[src/rtl/core/motor_speed_ramp_limiter_defines.svh]
// ----------------------------------------------------------------------------
// motor speed ramp limiter assertion macros
// concurrent check helpers, compiled out when NO_ASSERTIONS is defined
// ----------------------------------------------------------------------------
`ifndef MOTOR_SPEED_RAMP_LIMITER_DEFINES_SVH
`define MOTOR_SPEED_RAMP_LIMITER_DEFINES_SVH

`ifndef NO_ASSERTIONS

// same-cycle implication
`define MSRL_ASSERT_IMP(name, clk, rst, ante, cons) \
   name: assert property (@(posedge clk) disable iff (rst) (ante) |-> (cons)) \
      else $error("msrl same-cycle check failed");

// next-cycle implication
`define MSRL_ASSERT_NEXT(name, clk, rst, ante, cons) \
   name: assert property (@(posedge clk) disable iff (rst) (ante) |=> (cons)) \
      else $error("msrl next-cycle check failed");

`else

`define MSRL_ASSERT_IMP(name, clk, rst, ante, cons)
`define MSRL_ASSERT_NEXT(name, clk, rst, ante, cons)

`endif

`endif

[src/rtl/core/msrl_pkg.sv]
// ----------------------------------------------------------------------------
// msrl package
// shared types, register codes and clamp helper of the speed ramp limiter
// ----------------------------------------------------------------------------
`default_nettype none

package msrl_pkg;

   // number of motor channels with stored speed
   localparam int Channels = 2;

   // depth of each internal item queue
   localparam int QueueDepth = 2;

   // register index codes
   localparam int CsrIndexW = 3;
   localparam logic [CsrIndexW-1:0] CsrAccelStep = 3'd0;
   localparam logic [CsrIndexW-1:0] CsrDecelStep = 3'd1;
   localparam logic [CsrIndexW-1:0] CsrSpeedUpper = 3'd2;
   localparam logic [CsrIndexW-1:0] CsrSpeedLower = 3'd3;
   localparam logic [CsrIndexW-1:0] CsrDeadBand = 3'd4;

   // register reset values
   localparam logic [14:0] AccelReset = 15'd10;
   localparam logic [14:0] DecelReset = 15'd10;
   localparam logic [14:0] UpperReset = 15'd1000;
   localparam logic signed [15:0] LowerReset = -16'sd1000;
   localparam logic [14:0] DeadBandReset = 15'd0;

   // direction codes
   localparam logic [1:0] DirStop = 2'd0;
   localparam logic [1:0] DirFwd = 2'd1;
   localparam logic [1:0] DirBack = 2'd2;

   typedef struct packed {
      logic channel;
      logic signed [15:0] target_speed;
   } msrl_req_type;

   typedef struct packed {
      logic out_channel;
      logic signed [15:0] applied_speed;
      logic [14:0] pwm_magnitude;
      logic [1:0] direction;
   } msrl_rsp_type;

   typedef struct packed {
      logic [14:0] accel_step;
      logic [14:0] decel_step;
      logic [14:0] speed_upper;
      logic signed [15:0] speed_lower;
      logic [14:0] dead_band;
   } msrl_cfg_type;

   // one queued item: channel, channel in range, speed
   typedef struct packed {
      logic channel;
      logic in_range;
      logic signed [15:0] speed;
   } msrl_slot_type;

   // clamp to [speed_lower, speed_upper], upper tested first
   function automatic logic signed [15:0] msrl_clamp(input logic signed [17:0] v,
                                                     input msrl_cfg_type cfg);
      logic signed [17:0] upper;
      logic signed [17:0] lower;
      logic signed [15:0] res;
      upper = $signed({3'b000, cfg.speed_upper});
      lower = $signed({{2{cfg.speed_lower[15]}}, cfg.speed_lower});
      if (v > upper) begin
         res = upper[15:0];
      end else if (v < lower) begin
         res = lower[15:0];
      end else begin
         res = v[15:0];
      end
      return res;
   endfunction

endpackage

`default_nettype wire

[src/rtl/core/msrl_csr.sv]
// ----------------------------------------------------------------------------
// msrl configuration registers
// holds step sizes, speed limits and dead band, written through the csr port
// ----------------------------------------------------------------------------
`default_nettype none

module msrl_csr (
   input  wire logic                               clock,
   input  wire logic                               reset,
   input  wire logic                               csr_valid,
   output      logic                               csr_ready,
   input  wire logic [msrl_pkg::CsrIndexW-1:0]     csr_index,
   input  wire logic [15:0]                        csr_wdata,
   output      msrl_pkg::msrl_cfg_type             cfg
);

   msrl_pkg::msrl_cfg_type cfg_ff;
   msrl_pkg::msrl_cfg_type cfg_in;

   // writes always taken
   assign csr_ready = 1'b1;

   // register decode
   always_comb begin
      cfg_in = cfg_ff;
      if (csr_valid) begin
         unique case (csr_index)
            msrl_pkg::CsrAccelStep:  cfg_in.accel_step = csr_wdata[14:0];
            msrl_pkg::CsrDecelStep:  cfg_in.decel_step = csr_wdata[14:0];
            msrl_pkg::CsrSpeedUpper: cfg_in.speed_upper = csr_wdata[14:0];
            msrl_pkg::CsrSpeedLower: cfg_in.speed_lower = $signed(csr_wdata);
            msrl_pkg::CsrDeadBand:   cfg_in.dead_band = csr_wdata[14:0];
            default: cfg_in = cfg_ff;
         endcase
      end
   end

   always_ff @(posedge clock) begin
      if (reset) begin
         cfg_ff.accel_step <= msrl_pkg::AccelReset;
         cfg_ff.decel_step <= msrl_pkg::DecelReset;
         cfg_ff.speed_upper <= msrl_pkg::UpperReset;
         cfg_ff.speed_lower <= msrl_pkg::LowerReset;
         cfg_ff.dead_band <= msrl_pkg::DeadBandReset;
      end else begin
         cfg_ff <= cfg_in;
      end
   end

   assign cfg = cfg_ff;

endmodule

`default_nettype wire

[src/rtl/core/msrl_queue.sv]
// ----------------------------------------------------------------------------
// msrl item queue
// small first-in first-out buffer of flip-flops between two pipeline parts
// ----------------------------------------------------------------------------
`default_nettype none

module msrl_queue (
   input  wire logic                    clock,
   input  wire logic                    reset,
   input  wire logic                    push,
   input  wire msrl_pkg::msrl_slot_type wr_data,
   output      logic                    full,
   input  wire logic                    pop,
   output      logic                    empty,
   output      msrl_pkg::msrl_slot_type rd_data
);

   localparam int PtrW = (msrl_pkg::QueueDepth > 1) ? $clog2(msrl_pkg::QueueDepth) : 1;
   localparam int CountW = $clog2(msrl_pkg::QueueDepth + 1);

   msrl_pkg::msrl_slot_type entries_ff [msrl_pkg::QueueDepth];
   logic [PtrW-1:0]   wr_ptr_ff, wr_ptr_in;
   logic [PtrW-1:0]   rd_ptr_ff, rd_ptr_in;
   logic [CountW-1:0] count_ff, count_in;
   logic              push_ok;
   logic              pop_ok;

   assign full = (count_ff == CountW'(msrl_pkg::QueueDepth));
   assign empty = (count_ff == '0);
   assign push_ok = push && !full;
   assign pop_ok = pop && !empty;
   assign rd_data = entries_ff[rd_ptr_ff];

   // pointer and fill level update
   always_comb begin
      wr_ptr_in = wr_ptr_ff;
      rd_ptr_in = rd_ptr_ff;
      count_in = count_ff;
      if (push_ok) begin
         wr_ptr_in = (wr_ptr_ff == PtrW'(msrl_pkg::QueueDepth - 1)) ? '0 :
                     wr_ptr_ff + PtrW'(1);
      end
      if (pop_ok) begin
         rd_ptr_in = (rd_ptr_ff == PtrW'(msrl_pkg::QueueDepth - 1)) ? '0 :
                     rd_ptr_ff + PtrW'(1);
      end
      if (push_ok && !pop_ok) begin
         count_in = count_ff + CountW'(1);
      end else if (pop_ok && !push_ok) begin
         count_in = count_ff - CountW'(1);
      end
   end

   always_ff @(posedge clock) begin
      if (reset) begin
         wr_ptr_ff <= '0;
         rd_ptr_ff <= '0;
         count_ff <= '0;
      end else begin
         wr_ptr_ff <= wr_ptr_in;
         rd_ptr_ff <= rd_ptr_in;
         count_ff <= count_in;
      end
   end

   // payload storage
   always_ff @(posedge clock) begin
      if (push_ok) begin
         entries_ff[wr_ptr_ff] <= wr_data;
      end
   end

endmodule

`default_nettype wire

[src/rtl/core/msrl_front.sv]
// ----------------------------------------------------------------------------
// msrl front end
// accepts requests, checks the channel and clamps the target to the limits
// ----------------------------------------------------------------------------
`default_nettype none

module msrl_front (
   input  wire logic                    req_push,
   output      logic                    req_full,
   input  wire msrl_pkg::msrl_req_type  req_item,
   input  wire msrl_pkg::msrl_cfg_type  cfg,
   input  wire logic                    q_full,
   output      logic                    q_push,
   output      msrl_pkg::msrl_slot_type q_data
);

   logic signed [17:0] target_ext;

   // accept while the work queue has room
   assign req_full = q_full;
   assign q_push = req_push && !q_full;

   // classify channel and clamp target
   assign target_ext = $signed({{2{req_item.target_speed[15]}}, req_item.target_speed});
   always_comb begin
      q_data.channel = req_item.channel;
      q_data.in_range = ({31'd0, req_item.channel} < 32'(msrl_pkg::Channels));
      q_data.speed = msrl_pkg::msrl_clamp(target_ext, cfg);
   end

endmodule

`default_nettype wire

[src/rtl/core/msrl_back.sv]
// ----------------------------------------------------------------------------
// msrl back end
// per-channel speed registers and the ramp step toward the clamped target
// ----------------------------------------------------------------------------
`default_nettype none

module msrl_back (
   input  wire logic                    clock,
   input  wire logic                    reset,
   input  wire msrl_pkg::msrl_cfg_type  cfg,
   input  wire logic                    in_empty,
   input  wire msrl_pkg::msrl_slot_type in_data,
   output      logic                    in_pop,
   input  wire logic                    out_full,
   output      logic                    out_push,
   output      msrl_pkg::msrl_slot_type out_data
);

   logic signed [15:0] speed_ff [msrl_pkg::Channels];
   logic signed [15:0] speed_in [msrl_pkg::Channels];
   logic               fire;
   logic signed [15:0] cur;
   logic signed [17:0] cur_ext;
   logic signed [17:0] tgt_ext;
   logic signed [17:0] diff;
   logic signed [17:0] up_step;
   logic signed [17:0] dn_step;
   logic signed [17:0] ramped;
   logic signed [15:0] next_speed;

   // one item per cycle when both queues allow
   assign fire = !in_empty && !out_full;
   assign in_pop = fire;
   assign out_push = fire;

   // ramp toward target, steps mirrored for negative speed
   assign cur = speed_ff[in_data.channel];
   assign cur_ext = $signed({{2{cur[15]}}, cur});
   assign tgt_ext = $signed({{2{in_data.speed[15]}}, in_data.speed});
   assign diff = tgt_ext - cur_ext;
   assign up_step = cur[15] ? $signed({3'b000, cfg.decel_step}) :
                              $signed({3'b000, cfg.accel_step});
   assign dn_step = cur[15] ? $signed({3'b000, cfg.accel_step}) :
                              $signed({3'b000, cfg.decel_step});

   always_comb begin
      if (diff > up_step) begin
         ramped = cur_ext + up_step;
      end else if (-diff > dn_step) begin
         ramped = cur_ext - dn_step;
      end else begin
         ramped = tgt_ext;
      end
   end

   assign next_speed = msrl_pkg::msrl_clamp(ramped, cfg);

   // result to the output queue, zero speed for a channel out of range
   always_comb begin
      out_data.channel = in_data.channel;
      out_data.in_range = in_data.in_range;
      out_data.speed = in_data.in_range ? next_speed : 16'sd0;
   end

   // speed register update
   always_comb begin
      speed_in = speed_ff;
      if (fire && in_data.in_range) begin
         speed_in[in_data.channel] = next_speed;
      end
   end

   always_ff @(posedge clock) begin
      if (reset) begin
         for (int i = 0; i < msrl_pkg::Channels; i++) begin
            speed_ff[i] <= '0;
         end
      end else begin
         speed_ff <= speed_in;
      end
   end

endmodule

`default_nettype wire

[src/rtl/core/motor_speed_ramp_limiter.sv]
// ----------------------------------------------------------------------------
// motor speed ramp limiter
// path: request -> work queue -> ramp in back end -> result queue
// throughput: one item per cycle; stalls on empty work or full result queue
// reset: synchronous; clears queues and channel speeds, loads register defaults
// ----------------------------------------------------------------------------
`default_nettype none

`include "motor_speed_ramp_limiter_defines.svh"

module motor_speed_ramp_limiter (
   input  wire logic                                clock,
   input  wire logic                                reset,
   input  wire logic                                req_push,
   output      logic                                req_full,
   input  wire msrl_pkg::msrl_req_type              req_item,
   output      logic                                rsp_empty,
   input  wire logic                                rsp_pop,
   output      msrl_pkg::msrl_rsp_type              rsp_item,
   input  wire logic                                csr_valid,
   output      logic                                csr_ready,
   input  wire logic [msrl_pkg::CsrIndexW-1:0]      csr_index,
   input  wire logic [15:0]                         csr_wdata
);

   msrl_pkg::msrl_cfg_type  cfg;
   msrl_pkg::msrl_slot_type front_data;
   msrl_pkg::msrl_slot_type mid_data;
   msrl_pkg::msrl_slot_type back_data;
   msrl_pkg::msrl_slot_type head;
   logic                    front_push;
   logic                    mid_full;
   logic                    mid_empty;
   logic                    mid_pop;
   logic                    back_push;
   logic                    out_full;
   logic signed [16:0]      head_ext;
   logic signed [16:0]      band_ext;
   logic signed [16:0]      neg_ext;
   logic                    head_stop;
   logic                    head_clear;
   logic                    head_fwd;
   logic                    head_fwd_ok;

   // configuration registers
   msrl_csr u_csr (
      .clock     (clock),
      .reset     (reset),
      .csr_valid (csr_valid),
      .csr_ready (csr_ready),
      .csr_index (csr_index),
      .csr_wdata (csr_wdata),
      .cfg       (cfg)
   );

   // request intake
   msrl_front u_front (
      .req_push (req_push),
      .req_full (req_full),
      .req_item (req_item),
      .cfg      (cfg),
      .q_full   (mid_full),
      .q_push   (front_push),
      .q_data   (front_data)
   );

   // work queue between front and back
   msrl_queue u_mid_queue (
      .clock   (clock),
      .reset   (reset),
      .push    (front_push),
      .wr_data (front_data),
      .full    (mid_full),
      .pop     (mid_pop),
      .empty   (mid_empty),
      .rd_data (mid_data)
   );

   // ramp and state update
   msrl_back u_back (
      .clock    (clock),
      .reset    (reset),
      .cfg      (cfg),
      .in_empty (mid_empty),
      .in_data  (mid_data),
      .in_pop   (mid_pop),
      .out_full (out_full),
      .out_push (back_push),
      .out_data (back_data)
   );

   // result queue
   msrl_queue u_out_queue (
      .clock   (clock),
      .reset   (reset),
      .push    (back_push),
      .wr_data (back_data),
      .full    (out_full),
      .pop     (rsp_pop),
      .empty   (rsp_empty),
      .rd_data (head)
   );

   // dead band, direction and pwm magnitude of the oldest result
   assign head_ext = $signed({head.speed[15], head.speed});
   assign band_ext = $signed({2'b00, cfg.dead_band});
   assign neg_ext = -head_ext;

   always_comb begin
      rsp_item.out_channel = head.channel;
      if (head_ext > band_ext) begin
         rsp_item.applied_speed = head.speed;
         rsp_item.pwm_magnitude = head.speed[14:0];
         rsp_item.direction = msrl_pkg::DirFwd;
      end else if (head_ext < -band_ext) begin
         rsp_item.applied_speed = head.speed;
         rsp_item.pwm_magnitude = (neg_ext > 17'sd32767) ? 15'h7fff : neg_ext[14:0];
         rsp_item.direction = msrl_pkg::DirBack;
      end else begin
         rsp_item.applied_speed = '0;
         rsp_item.pwm_magnitude = '0;
         rsp_item.direction = msrl_pkg::DirStop;
      end
   end

   // conditions watched by the checks
   assign head_stop = !rsp_empty && rsp_item.direction == msrl_pkg::DirStop;
   assign head_clear = rsp_item.applied_speed == 16'sd0 && rsp_item.pwm_magnitude == 15'd0;
   assign head_fwd = !rsp_empty && rsp_item.direction == msrl_pkg::DirFwd;
   assign head_fwd_ok = rsp_item.applied_speed > 16'sd0 &&
                        rsp_item.pwm_magnitude == rsp_item.applied_speed[14:0];

   // checks
   `MSRL_ASSERT_NEXT(a_push_lands, clock, reset, req_push && !req_full, !mid_empty)
   `MSRL_ASSERT_IMP(a_stop_zero, clock, reset, head_stop, head_clear)
   `MSRL_ASSERT_IMP(a_fwd_mag, clock, reset, head_fwd, head_fwd_ok)

endmodule

`default_nettype wire

[config.mk]
export PLATFORM = sky130hd
export DESIGN_NAME = motor_speed_ramp_limiter
export DESIGN_NICKNAME = d
export VERILOG_FILES = /design/src/rtl/core/msrl_pkg.sv /design/src/rtl/core/msrl_csr.sv /design/src/rtl/core/msrl_queue.sv /design/src/rtl/core/msrl_front.sv /design/src/rtl/core/msrl_back.sv /design/src/rtl/core/motor_speed_ramp_limiter.sv
export VERILOG_INCLUDE_DIRS = /design/src /design/src/rtl/core
export SDC_FILE = /design/constraint.sdc
export NUM_CORES = 1
export LEC_CHECK = 0
export ABC_AREA = 1
export BUFFER_PORTS_ARGS = -buffer_cell sky130_fd_sc_hd__buf_2
export CORE_MARGIN = 3
export CORE_UTILIZATION = 64
export CTS_CLUSTER_DIAMETER = 50
export DETAILED_ROUTE_END_ITERATION = 8
export PLACE_DENSITY = 0.83
export SYNTH_ARGS = -nofsm -noshare
export SYNTH_HDL_FRONTEND = slang
export SYNTH_HIERARCHICAL = 1
export SYNTH_SLANG_ARGS = --single-unit
[constraint.sdc]
create_clock -name clock -period 8.9 [get_ports clock]
set_input_delay 0.445 -clock clock [delete_from_list [all_inputs] [get_ports clock]]
set_output_delay 0.445 -clock clock [all_outputs]
set_load 0.01 [all_outputs]
# ---- Word level (Yosys, flattened, before mapping)
# Memories as Yosys holds them, arrays and structs flattened. A register that Yosys moved wholly into a read port is not among the register bits.
# Index checks and enable logic that the tools add are counted.
# Widths: inputs -> output; s select.
dict set report word_totals {
  regBits 116
  latch_bits 0
  mem_bits_rw 70
  mem_bits_ro 0
  in_bits 41
  out_inout_bits 37
  elab_cells 111
  mem_count 2
}
# memory depth word_bits rd rd_ports_with_merged_regs write_ports line_no
set mem_list {}
lappend mem_list {u_out_queue.entries_ff 2 18 1 1 1 msrl_queue.sv:21} ;# msrl_pkg::msrl_slot_type entries_ff [msrl_pkg::QueueDepth];
lappend mem_list {u_mid_queue.entries_ff 2 17 1 1 1 msrl_queue.sv:21}
dict set report classes {
  addsub 14
  multipliers 0
  div 0
  n_lt_le_gt_ge 11
  eq_ne 6
  shift 0
  mux 34
  bitwise_logic 1
  reduce_logical 30
}
# operator n
set ops {}
lappend ops {{$mux 16} 9}
lappend ops {{$mux 33} 2}
lappend ops {{$mux 15} 3}
lappend ops {{$gt 18x18->1} 2}
lappend ops {{$mux 18} 2}
lappend ops {{$sub 16x16->17} 2}
lappend ops {{$bwmux 32} 1}
lappend ops {{$gt 16x16->1} 2}
lappend ops {{$gt 18x16->1} 1}
lappend ops {{$lt 18x16->1} 1}
lappend ops {{$neg 18->18} 1}
lappend ops {{$add 16x16->17} 1}
lappend ops {{$gt 17x16->1 const B} 1}
lappend ops {{$lt 16x17->1} 1}
lappend ops {{$neg 15->17} 1}
lappend ops {{$neg 16->17} 1}
lappend ops {{$demux 16 s1} 1}
lappend ops {{$lt 16x16->1} 1}
lappend ops {{$mux 1} 12}
lappend ops {{$logic_and 1x1->1} 11}
lappend ops {{$reduce_and 2->1} 5}
lappend ops {{$logic_not 1->1} 8}
lappend ops {{$mux 2} 4}
lappend ops {{$eq 3x2->1 const B} 2}
lappend ops {{other kinds (13)} 21}

# ---- Depth between registers and ports, before layout
# Gate-level depths: netlist of run 1.
dict set report depth {
  word_depth 13
  depth_mapped 51
  ltp_nobuf 47
}

# ---- By module
# The synthesis of run 1 kept the hierarchy.
# module n_inst cells_per_inst area_per_inst_um2 seq_area_each_um2
set modules_own_cells {}
lappend modules_own_cells {msrl_back 1 1222 7298.2 640.6}
lappend modules_own_cells {msrl_queue 2 93 1605.3 1181.1}
lappend modules_own_cells {msrl_csr 1 427 3012.9 1521.5}
lappend modules_own_cells {motor_speed_ramp_limiter 1 356 1886.8 0.0}
lappend modules_own_cells {msrl_front 1 243 1305.0 0.0}

# ---- Worst setup path before layout of run 1
# Ideal clock, no wire load.
dict set report synth_path {
  path_kind {register to register}
  start {register with a tool-made name}
  end {memory u_out_queue/entries_ff[0][10] (netlist bit) (data pin)}
  arrival_ps 6640
  required_ps 8626
  setup_slack_ps 1986
  stages_incl_launch_ff 39
  n_path_buf 4
  period_less_slack_ps 6914
  cell_sequence {dfxtp_1 -> buf_6 -> mux2_2 -> clkbuf_1 -> o21ai_0 -> inv_1 -> fa_1 -> ha_1 -> inv_1 -> a21oi_1 -> nand3_1 -> nor2_1 -> nand2_2 -> nor2_4 -> nand2_2 -> nor3_1 -> xor2_1 -> ha_1 -> [3 not listed] -> nand3_2 -> nand2_4 -> inv_4 -> buf_2 -> nor2_1 -> nor2_1 -> a32oi_1 -> inv_1 -> ha_1 -> nand2_1 -> nor3_1 -> nor4b_1 -> nand2_4 -> nand3_4 -> buf_2 -> nand3_1 -> nand3_2 -> a21oi_1}
}
# item line_no
set synth_lines {}
lappend synth_lines {{to (decl)} msrl_queue.sv:21}

==> results of run 1 <==
-- final timing paths --
kind,from,slack (ps),to
setup reg to reg,flop,560,u_out_queue/entries_ff[0][1]
setup / recovery,flop,560,u_out_queue/entries_ff[0][1]
hold / removal,csr_wdata[9],210,u_csr/cfg[40]
hold reg to reg,u_csr/cfg[69],500,u_csr/cfg[69]
-- registers in the layout, indices dropped and copies added, names as in the netlist, named ones only --
name                    cells
u_back/speed_ff            32
u_mid_queue/entries_ff     36
u_mid_queue/rd_ptr_ff       1
u_out_queue/wr_ptr_ff       1
u_mid_queue/count_ff        2
u_csr/cfg                  76
u_out_queue/rd_ptr_ff       1
u_out_queue/count_ff        2
u_mid_queue/wr_ptr_ff       1
u_out_queue/entries_ff     34
-- layout make-up --
type	instances	area [µm²]	share of cell area
Tap cell	330	413	0.0233
Multi-Input combinational cell	1783	10200	0.577
Timing Repair Buffer	93	508	0.0286
Clock inverter	15	229	0.0129
Clock buffer	17	425	0.0240
Sequential cell	188	4460	0.252
Inverter	388	1460	0.0823
-- cells in the final DEF (no fill, tap or decap), types with 17 or more instances in the layout --
cell and n:
edfxtp_1 70, buf_4 17, nor2_1 250, inv_1 366, nand2_2 33, nand2_1 616, buf_2 76, xor2_1 36
inv_2 17, mux2_4 19, nand4_1 19, o21ai_0 90, nand3_1 239, a21oi_1 124, dfxtp_1 118, nand3_2 28
ha_1 174, clkbuf_16 17
-- critical path, delay by kind of cell (launching register included) --
kind                     cells  cell delay [ps]
AND/OR/NAND/NOR             21             3500
AO/OA/AOI/OAI                6             1470
adder cells (fa/ha/maj)      4             1240
buffers and inverters        6              710
multiplexers                 1              590
flip-flops                   1              350
XOR/XNOR                     1              160
-- per-layer routing --
| layer | up-vias | global-route usage |
|---|---|---|
| met5 | - | 0 |
| met2 | 923 | 0.572 |
| met3 | 145 | 0.0876 |
| li1 | 7905 | - |
| met1 | 7441 | 0.497 |
| met4 | 0 | 0.142 |
-- through the flow --
stage | instances | worst slack, ps | cell area [µm²] | hold WS, ps | util
floorplan | 2430 | 1990 | 16600 | 442 | -
global placement | 2782 | 944 | 17100 | 464 | 0.675
detailed placement | 2782 | 761 | 17100 | 472 | 0.675
CTS | 2814 | 695 | 17700 | 192 | 0.701
global route | 2814 | 52.8 | 17700 | 203 | 0.701
finish | 2814 | 560 | 17700 | 210 | 0.701
-- what timing repair did --
item | CTS | global route
gates resized for setup | 0 | 1
endpoints found under the setup margin | 0 | 8
hold endpoints to repair | 0 | 0
buffers inserted | 0 | 0
==> results.yml, run 1 <==
clocking:
  insertion_delay_ps: 450
  cts_buffers: 17
  cts.sinks: 188
  holdBufCountCts: 0
  path_clk_slew_ps: 90
  clockBufferDepth: 2
  cts_max_level: 4
  cts-root-buf: "clkbuf_16"
  tritoncts: "built"
global_routing:
  first_global_vias: 15205
  track_usage: 0.367
  antenna_found_initial: 0
  grt_pass1_wl_um: 81400
  grt_max_degree: 77
  gr-total-overflow: 0
yosys:
  syn-num-nets: 2648
  syn_inst: 2430
  syn_area_per_cell_um2: 6.84
  yosysWarnings: 6
  syn_area_mm2: 0.0166
layout:
  fill_cells: 2201
  num_antenna_cells: 0
  fin_nets: 2689
  areaGrowthSynthToFinish_pct: 6.71
  layout-drive-gt1-share: 0.114
critical_path:
  slowest_stage: "o21ai_0"
  cp.required_ps: 9060
  cp-end-kind: "flop"
  crit_fanout: 35
  path_class: "reg2reg"
  worstRegToRegCells: 39
  startpoint_type: "flop"
  worstPathArrival_ps: 8500
  crit_path_max_incr_delay_ps: 650
detailed_routing:
  top_layer: "met4"
  avgViaCountPerCell: 5.83
  initialDrtViolationCount: 2115
  wl_per_cell_um: 18.5
  drtPass1Iterations: 8
  vias: 16414
  routed_wl_um: 52100
  dr_wl_met2_um: 22400
  drtAntennaViolNets: 0
  drt-met1-wl_um: 21500
  drc: 0
  met3_length_um: 5980
job:
  cap_violations: 0
die:
  num_rows: 58
  dieArea_mm2: 0.0280
  core_mm2: 0.0253
  boundaryPins: 78
  die_height_um: 167
  fp.dieW_um: 167
  start_util: 0.657
timing:
  final_hold_viol_count: 0
  relSlewSlack: 0.160
  post-route-period-util: 0.937
  setup_viol: 0
  max_freq_mhz: 120
  worstMarginPinSlew_ps: 1260
  timing.final.crit_period_ps: 8340
  rsz0062_at_grt: "false"
  tns_ps: 0
  finClkSkew_ps: 17.0
  report.final.slew_viol_count: 0
run_status:
  status: "finished clean"
min_path:
  whs_path_depth: 3
  hold_path.class: "in2reg"
placement:
  portBuffers: 76
  gp_congestion: 1.01
  place_hpwl_um: 41200
Power of run 1 is left out: the tool's default activity adds up to more than one toggle a clock period on the data nets, which glitch-free logic cannot reach.
==> inputs of run 2 (changes only) <==
Clock period 8.9 ns to 8.05 ns, I/O delays scaled along.
==> results.yml, run 2 (synthesized netlist as in run 1, its figures left out) <==
run_status:
  status: "finished clean"
die:
  dieArea_mm2: 0.0280
  boundaryPins: 78
  die_height_um: 167
  core_mm2: 0.0253
  num_rows: 58
  fp.dieW_um: 167
  start_util: 0.657
placement:
  place_hpwl_um: 41800
  gp_congestion: 1.03
  portBuffers: 76
layout:
  fin_nets: 2694
  fin_util: 0.701
  layout_commonest_cell: "nand2_1"
  layout-drive-gt1-share: 0.117
  final_cell_mix: "nand2_1, inv_1, nor2_1, nand3_1, ha_1"
  largest_reg_flops: 76
  fill_cells: 2211
  areaGrowthSynthToFinish_pct: 6.78
min_path:
  min_from: "csr_wdata[9]"
  hold_path_end: "u_csr/cfg[40]"
  whs_path_depth: 3
  hold_path.class: "in2reg"
critical_path:
  cpMostUsedCell: "nand2_1"
  cp.required_ps: 8290
  slowest_stage: "o21ai_0"
  r2r_slack_ps: 430
  cp-end-kind: "flop"
  r2r-end: "u_out_queue/entries_ff[1][10]"
  startpoint_type: "flop"
  crit_fanout: 24
  path_class: "reg2reg"
  worstRegToRegCells: 37
  worstPathArrival_ps: 7860
  crit_path_max_incr_delay_ps: 590
timing:
  relSlewSlack: 0.232
  setup_viol: 0
  final_hold_viol_count: 0
  finClkSkew_ps: 24.8
  max_freq_mhz: 131
  report.final.slew_viol_count: 0
  worstMarginPinSlew_ps: 1150
  timing.final.crit_period_ps: 7620
  tns_ps: 0
  post-route-period-util: 0.947
detailed_routing:
  drtPass1Iterations: 8
  avgViaCountPerCell: 5.86
  wl_per_cell_um: 18.8
  initialDrtViolationCount: 2350
  routed_wl_um: 52900
  drtAntennaViolNets: 0
  drc: 0
  vias: 16519
clocking:
  insertion_delay_ps: 450
  path_clk_slew_ps: 90
  cts.sinks: 188
  cts_buffers: 17
  tritoncts: "built"
  clockBufferDepth: 2
  cts-root-buf: "clkbuf_16"
  cts_max_level: 4
global_routing:
  grt_max_degree: 77
  grt_pass1_wl_um: 82700
  antenna_found_initial: 0
  first_global_vias: 15590
  gr-total-overflow: 0
  track_usage: 0.374
job:
  cap_violations: 0
-- run 2: critical path, delay by kind of cell, from the launching register on --
| family | cells | cell delay, ps |
|---|---|---|
| xor gates and xnor gates | 1 | 140 |
| muxes | 1 | 460 |
| buffers and inverters | 6 | 870 |
| DFF | 1 | 450 |
| AOI/OAI and AO/OA | 5 | 1990 |
| adders and majority gates | 3 | 1080 |
| and+or+nand+nor | 21 | 2400 |
-- run 2: cell type report --
class | count | area (µm²) | area share
clock buffer | 17 | 425 | 0.0240
timing repair buffer | 98 | 546 | 0.0307
antenna | 1 | 2.50 | 0.000141
inverter | 388 | 1470 | 0.0825
sequential | 188 | 4460 | 0.251
clock inverter | 15 | 175 | 0.00986
multi-input combinational | 1783 | 10300 | 0.578
tap | 330 | 413 | 0.0233
-- run 2: what timing repair did --
action / 4_1_cts / 5_1_grt
endpoints found under the setup margin: 0 / 64
hold buffers: 0 / 0
gates resized for setup: 0 / 14
setup buffers: 0 / 1
-- run 2: how the worst max path moves through the flow --
stage	from	end
4_1_cts	flop	u_out_queue/entries_ff[0][0]
2_1_floorplan	flop	u_out_queue/entries_ff[0][10]
5_1_grt	flop	u_out_queue/entries_ff[1][10]
3_5_place_dp	flop	u_out_queue/entries_ff[1][3]
3_3_place_gp	flop	u_out_queue/entries_ff[0][3]
6_report	flop	u_out_queue/entries_ff[1][10]
-- run 2: layer usage --
layer,vias up,wire length [µm],part of all wire,GRT usage
li1,7925,-,-,-
met1,7535,22400,0.42,0.518
met2,894,22000,0.41,0.564
met3,165,5630,0.11,0.0734
met4,0,2950,0.056,0.182
met5,-,0,0,0
-- run 2: metrics by stage --
step                      std cells  worst slack (ps)  cell area (µm²)  hold slack, ps
final                          2820               431            17800             178
after global routing           2819             -6.88            17800             169
after CTS                      2818               115            17700             173
after detailed placement       2786               160            17100             478
after global placement         2786               251            17100             463
after floorplan                2430              1140            16600             442
Power of run 2 is left out for the same reason.
